--- src/design/lla_pkg.sv ---
// shared types and constants for the life-like automaton grid block
package lla_pkg;

   typedef enum logic [1:0] {
      FN_READ    = 2'd0,
      FN_WRITE   = 2'd1,
      FN_ADVANCE = 2'd2,
      FN_CLEAR   = 2'd3
   } lla_func_type;

   typedef enum logic [2:0] {
      REG_GRID_WIDTH  = 3'd0,
      REG_GRID_HEIGHT = 3'd1,
      REG_SURVIVE_MIN = 3'd2,
      REG_SURVIVE_MAX = 3'd3,
      REG_BIRTH_COUNT = 3'd4,
      REG_ALIVE_LEVEL = 3'd5,
      REG_DECAY_STEP  = 3'd6
   } lla_reg_type;

   localparam int QUEUE_DEPTH = 2;

   typedef struct packed {
      lla_func_type func;
      logic [5:0]   col;
      logic [5:0]   row;
      logic [7:0]   cell_in;
   } lla_req_type;

   typedef struct packed {
      logic [7:0] cell_out;
      logic       op_done;
   } lla_rsp_type;

   // classified item handed from front to back
   typedef struct packed {
      lla_func_type func;
      logic         in_area;
      logic [5:0]   col;
      logic [5:0]   row;
      logic [7:0]   cell_in;
   } lla_cmd_type;

   // status from back to front
   typedef struct packed {
      logic pop;
      logic init;
   } lla_stat_type;

   typedef struct packed {
      logic [3:0] survive_min;
      logic [3:0] survive_max;
      logic [3:0] birth_count;
      logic [7:0] alive_level;
      logic [7:0] decay_step;
   } lla_rule_type;

endpackage

--- src/design/lla_front.sv ---
// front end: accepts items, checks coordinates and queues them for the back end
module lla_front #(
   parameter int MAX_COLS = 64,
   parameter int MAX_ROWS = 64
) (
   input  logic                          clock,
   input  logic                          reset,
   input  logic                          start,
   output logic                          busy,
   input  lla_pkg::lla_req_type          req_data,
   input  logic [$clog2(MAX_COLS):0]     act_cols,
   input  logic [$clog2(MAX_ROWS):0]     act_rows,
   input  lla_pkg::lla_stat_type         stat,
   output logic                          cmd_valid,
   output lla_pkg::lla_cmd_type          cmd
);
   import lla_pkg::*;

   localparam int PW = (QUEUE_DEPTH > 1) ? $clog2(QUEUE_DEPTH) : 1;

   lla_cmd_type     q_ff [QUEUE_DEPTH];
   logic [PW-1:0]   wptr_ff;
   logic [PW-1:0]   rptr_ff;
   logic [PW:0]     count_ff;
   logic            push;
   lla_cmd_type     entry;

   assign busy = (count_ff == (PW+1)'(QUEUE_DEPTH)) || stat.init;
   assign push = start && !busy;

   always_comb begin
      entry.func    = req_data.func;
      entry.in_area = (32'(req_data.col) < 32'(act_cols)) &&
                      (32'(req_data.row) < 32'(act_rows));
      entry.col     = req_data.col;
      entry.row     = req_data.row;
      entry.cell_in = req_data.cell_in;
   end

   always_ff @(posedge clock) begin
      if (push) begin
         q_ff[wptr_ff] <= entry;
      end
      if (reset) begin
         wptr_ff  <= '0;
         rptr_ff  <= '0;
         count_ff <= '0;
      end else begin
         if (push) begin
            wptr_ff <= (32'(wptr_ff) == QUEUE_DEPTH - 1) ? '0 : wptr_ff + 1'b1;
         end
         if (stat.pop) begin
            rptr_ff <= (32'(rptr_ff) == QUEUE_DEPTH - 1) ? '0 : rptr_ff + 1'b1;
         end
         if (push && !stat.pop) begin
            count_ff <= count_ff + 1'b1;
         end else if (!push && stat.pop) begin
            count_ff <= count_ff - 1'b1;
         end
      end
   end

   assign cmd_valid = (count_ff != '0);
   assign cmd       = q_ff[rptr_ff];
endmodule

--- config.mk ---
export PLATFORM = sky130hd
export DESIGN_NAME = lla_front
export DESIGN_NICKNAME = d
export VERILOG_FILES = /design/src/design/lla_pkg.sv /design/src/design/lla_front.sv
export SDC_FILE = /design/constraint.sdc
export NUM_CORES = 1
export LEC_CHECK = 0
export ABC_AREA = 0
export ABC_CLOCK_PERIOD_IN_PS = 2800
export BUFFER_PORTS_ARGS = -buffer_cell sky130_fd_sc_hd__buf_2
export CAP_MARGIN = 20
export CORE_ASPECT_RATIO = 0.6
export CORE_MARGIN = 3
export CORE_UTILIZATION = 45
export CTS_CLUSTER_DIAMETER = 100
export DETAILED_ROUTE_END_ITERATION = 10
export PLACE_DENSITY = 0.77
export SETUP_SLACK_MARGIN = 0.2
export SLEW_MARGIN = 20
export SYNTH_ARGS = -nofsm -noshare
export SYNTH_HDL_FRONTEND = slang
export SYNTH_SLANG_ARGS = --single-unit
--- constraint.sdc ---
create_clock -name clock -period 2.8 [get_ports clock]
set_input_delay 0.84 -clock clock [delete_from_list [all_inputs] [get_ports clock]]
set_output_delay 0.84 -clock clock [all_outputs]
set_load 0.05 [all_outputs]
======== Word-level counts from Yosys, hierarchy flattened ========
Memories as Yosys holds them, arrays and structs flattened. A register that Yosys moved wholly into a read port is not among the register bits.
Index checks and enable logic that the tools add are counted.
word-level totals
  input bits .............................. 41
  bits in registers ....................... 4
  logic and storage cells ................. 29
  output and inout port bits .............. 25
  bits in writable memories ............... 46
  memories kept ........................... 1
memory list
  name  words  width  read ports  clocked after memory_dff  wr ports  RTL line         source
  q_ff  2      23     1           1                         1         lla_front.sv:21  lla_cmd_type q_ff [QUEUE_DEPTH];
operators by class
  multiplexer cells ....................... 8
  reductions and logical operators ........ 10
  order comparisons ....................... 2
  add/subtract/negate cells ............... 4
  equality and inequality tests ........... 1
operator list
  cell                                                                number
  6-bit by 7-bit < comparator with 1-bit output                       2
  1-bit 2-to-1 mux                                                    6
  1-bit logical AND                                                   4
  2-bit 2-to-1 mux                                                    2
  2-bit nonzero test                                                  2
  1-bit zero test                                                     3
  1-bit adder, second input constant                                  2
  2-bit by 1-bit adder with 2-bit output, second input constant       1
  2-bit equality test, second input constant                          1
  2-bit by 1-bit subtractor with 2-bit output, second input constant  1
  1-bit logical OR                                                    1

======== Depth between registers and ports, before layout ========
  word-level depth ........................ 8
  mapped depth ............................ 6
  mapped depth without buffers ............ 6

======== Worst setup path after synthesis ========
No wires, ideal clock.
  path kind ............................... input port to flip-flop
  start point ............................. input port stat[0] (netlist name)
  end point ............................... memory q_ff[0][0] (netlist name) (enable)
  cell stages on the path ................. 3
  library setup time ...................... 0.432 ns
  data arrival time ....................... 2.839 ns
  data required time ...................... 2.368 ns
  setup slack ............................. -0.471 ns
  cells stage by stage .................... a21oi_1 > inv_1 > nor3_1
on the way
  longest elaborated chain between the ends .. 5
RTL lines
  what                                    RTL line         source
  start: declaration                      lla_front.sv:13  input lla_pkg::lla_stat_type stat,
  1-bit logical OR                        lla_front.sv:28  assign busy = (count_ff == (PW+1)'(QUEUE_DEPTH)) || stat.init;
  net busy                                lla_front.sv:9   output logic busy,
  1-bit zero test                         lla_front.sv:29  assign push = start && !busy;
  1-bit logical AND                       lla_front.sv:29
  1-bit 2-to-1 mux                        lla_front.sv:41  if (push) begin
  1-bit 2-to-1 mux (not written as such)  lla_front.sv:42  q_ff[wptr_ff] <= entry;
  end: declaration                        lla_front.sv:21
The timed path passes the listed nets, and every way through them passes these cells.

==> impl_metrics.yaml <==
clocking:
  clkSlewWorstSetupHoldPaths_ns: 0.08
  cts_root_buffer: "clkbuf_8"
  cts_tree: "done"
  cts-resized-gates: 0
  cts-buffers-inserted: 5
  clock-sinks: 51
  cts_hold_buffers: 0
  cts_setup_buffers: 0
  worst_skew_pair.late_latency_ns: 0.30
  htree_levels: 2
  clockBufferDepth: 2
grt:
  overflow: 0
  track_usage_pct: 14.9
  grt_max_degree: 24
  antenna_found_initial: 0
  grt_pass1_wl_um: 6200
  grt_pass1_vias: 1343
yosys:
  post_synth.cell_area_avg_um2: 16.2
  ys_seq_elements: 51
  synth.net_count: 185
  synth_cell_types: 22
  synth.area.top_cells: "edfxtp_1 (64%), mux2_2 (12%), ha_1 (6.4%)"
  synth_top_cell_area_share_pct: 64.3
  ys_warn_count: 0
  syn-cell-area_mm2: 0.00215
  synth.largest_area_cell: "edfxtp_1"
  post_synth_inst_count: 133
  yosysSeqAreaShare_pct: 68.9
critical_path:
  end_kind: "primary output"
  worstPathCellList: "buf_12 -> mux2_2 -> buf_2"
  timing.rr.end: "q_ff[1][15]$_DFFE_PP_"
  max_stage_delay_ns: 0.48
  rr_worst_depth: 3
  slowest_stage: "dfxtp_2"
  critPathRequiredTime_ns: 1.96
  path_class: "flip-flop to primary output"
  worstPathArrival_ns: 1.53
  crit_path_start_kind: "flip-flop"
  worstReg2RegStart: "count_ff[0]$_SDFFE_PP0P_"
  cp_max_fo: 15
  r2r_slack_ns: 1.08
placement:
  dp_cells: 258
  port_buffers: 65
  place_hpwl_um: 2760
  dpl_cell_area_mm2: 0.00258
  place.gp.congestion: 0.739
finish:
  final_common_cell: "buf_2"
  syn2layout_area_growth_pct: 25.0
  drive_above_1_share_pct: 50.0
  fin_nets: 257
  final_cells: 266
  mostFrequentLayoutCells: "buf_2 (65), edfxtp_1 (46), mux2_2 (23)"
  diodes: 0
  final_core_util_pct: 61.8
  fillers: 357
  final_area_mm2: 0.00269
sta:
  slew_violations: 0
  skew_ns: 0.00339
  slew_headroom_pct: 60.9
  setup_viol: 0
  fmax_ghz: 0.421
  period_share_pct: 84.8
  rsz0062_at_grt: "false"
  final.setup.tns_ns: 0
  finalHoldViolations: 0
  tightest_slew_ns: 0.586
  min_period_ns: 2.37
flow_run:
  cap_violations: 0
die:
  io_pins: 66
  rows: 18
  start_util_pct: 49.5
  fp.dieW_um: 95.2
  die_h_um: 59.5
  core-area_mm2: 0.00435
  dieArea_mm2: 0.00567
worst_hold_path:
  whs_path_depth: 2
  hp-start: "rptr_ff$_SDFFE_PP0P_"
  min_path_type: "flip-flop to flip-flop"
  holdPathEnd: "rptr_ff$_SDFFE_PP0P_"
drt:
  ant_nets: 0
  routed_wl_um: 3810
  drt-wirelength-per-cell_um: 14.3
  vias: 1313
  firstDrtPassIters: 4
  drc: 0
  drtIter0Drc: 43
  avgViaCountPerCell: 4.94
pwr:
  vdd_drop_max_mv: 0.347
  pwr_density_cell_mw_per_mm2: 651
  p_leak_nw: 1.10
  power_mw: 1.75
outcome:
  status: "finished, final reports clean"
-- power breakdown --
group	switching, mW	total [mW]	internal [mW]
combinational	0.242	0.362	0.120
sequential	0.0238	0.901	0.877
clock	0.225	0.487	0.262
total	0.491	1.75	1.26
-- cells by family (layout without fill, tap and decap cells) --
family	count (synthesis)	count (layout)	share of synthesized area (%)
compound gates	13	13	4.02
simple gates	15	15	4.07
xor+xnor	4	4	1.63
buf+inv	16	89	2.91
fa+ha+maj	11	11	6.40
mux	23	23	12.0
flops	51	51	68.9
-- worst max path at each step --
stage	cells after the start	slack, ns	endpoint	startpoint
after floorplan	3	0.24	q_ff[0][0]$_DFFE_PP_	stat[0]
after global placement	4	0.58	busy	stat[0]
after detailed placement	4	0.57	busy	stat[0]
after CTS	3	0.25	cmd[9]	flip-flop
after global routing	3	0.37	cmd[12]	flip-flop
final	3	0.43	cmd[11]	flip-flop
-- layer usage --
layer | track usage, % | vias up | routed length, um
met5 | 0 | - | 0
met4 | 4.93 | 0 | 34
met3 | 5.46 | 5 | 272
met2 | 23.0 | 43 | 1710
met1 | 19.8 | 629 | 1790
li1 | - | 636 | -
-- metrics by stage --
stage          setup WS (ns)  hold WS [ns]
5_1_grt                0.366         0.583
4_1_cts                0.248         0.537
2_1_floorplan          0.241         0.480
3_5_place_dp           0.565         0.514
6_report               0.425         0.535
3_3_place_gp           0.579         0.497
-- sequential cells by signal, summed over array words and instances, names as in the netlist, named ones only --
signal    cells
count_ff      2
q_ff         46
rptr_ff       1
wptr_ff       1
-- cell usage after synthesis --
cell and instances:
or2_2 1, buf_2 2, ha_1 11, inv_1 13
nand3_1 2, dfxtp_1 5, mux2_2 23, o21ai_0 3
a21oi_1 6, xor2_1 2, edfxtp_1 46, o22ai_1 1
and4b_1 2, and2_2 1, nand2b_1 2, a211oi_1 2
nor2_1 4, nor3_1 2, a211oi_4 1, inv_2 1
or3_1 1, xnor2_1 2
-- worst max-delay path, delay by kind of cell (launching register included) --
| family | cells | cell delay [ns] |
|---|---|---|
| multiplexers | 1 | 0.35 |
| flip-flops | 1 | 0.48 |
| buffers and inverters | 2 | 0.40 |
-- final cells by class --
type | instances | area [um2] | share of cell area, %
tap | 60 | 75.1 | 2.79
clock inverter | 3 | 38.8 | 1.44
inverter | 14 | 52.6 | 1.96
clock buffer | 5 | 68.8 | 2.56
sequential | 51 | 1480 | 55.2
timing repair buffer | 67 | 353 | 13.1
multi-input combinational | 66 | 617 | 23.0
Power figures use the tool's default switching activity.
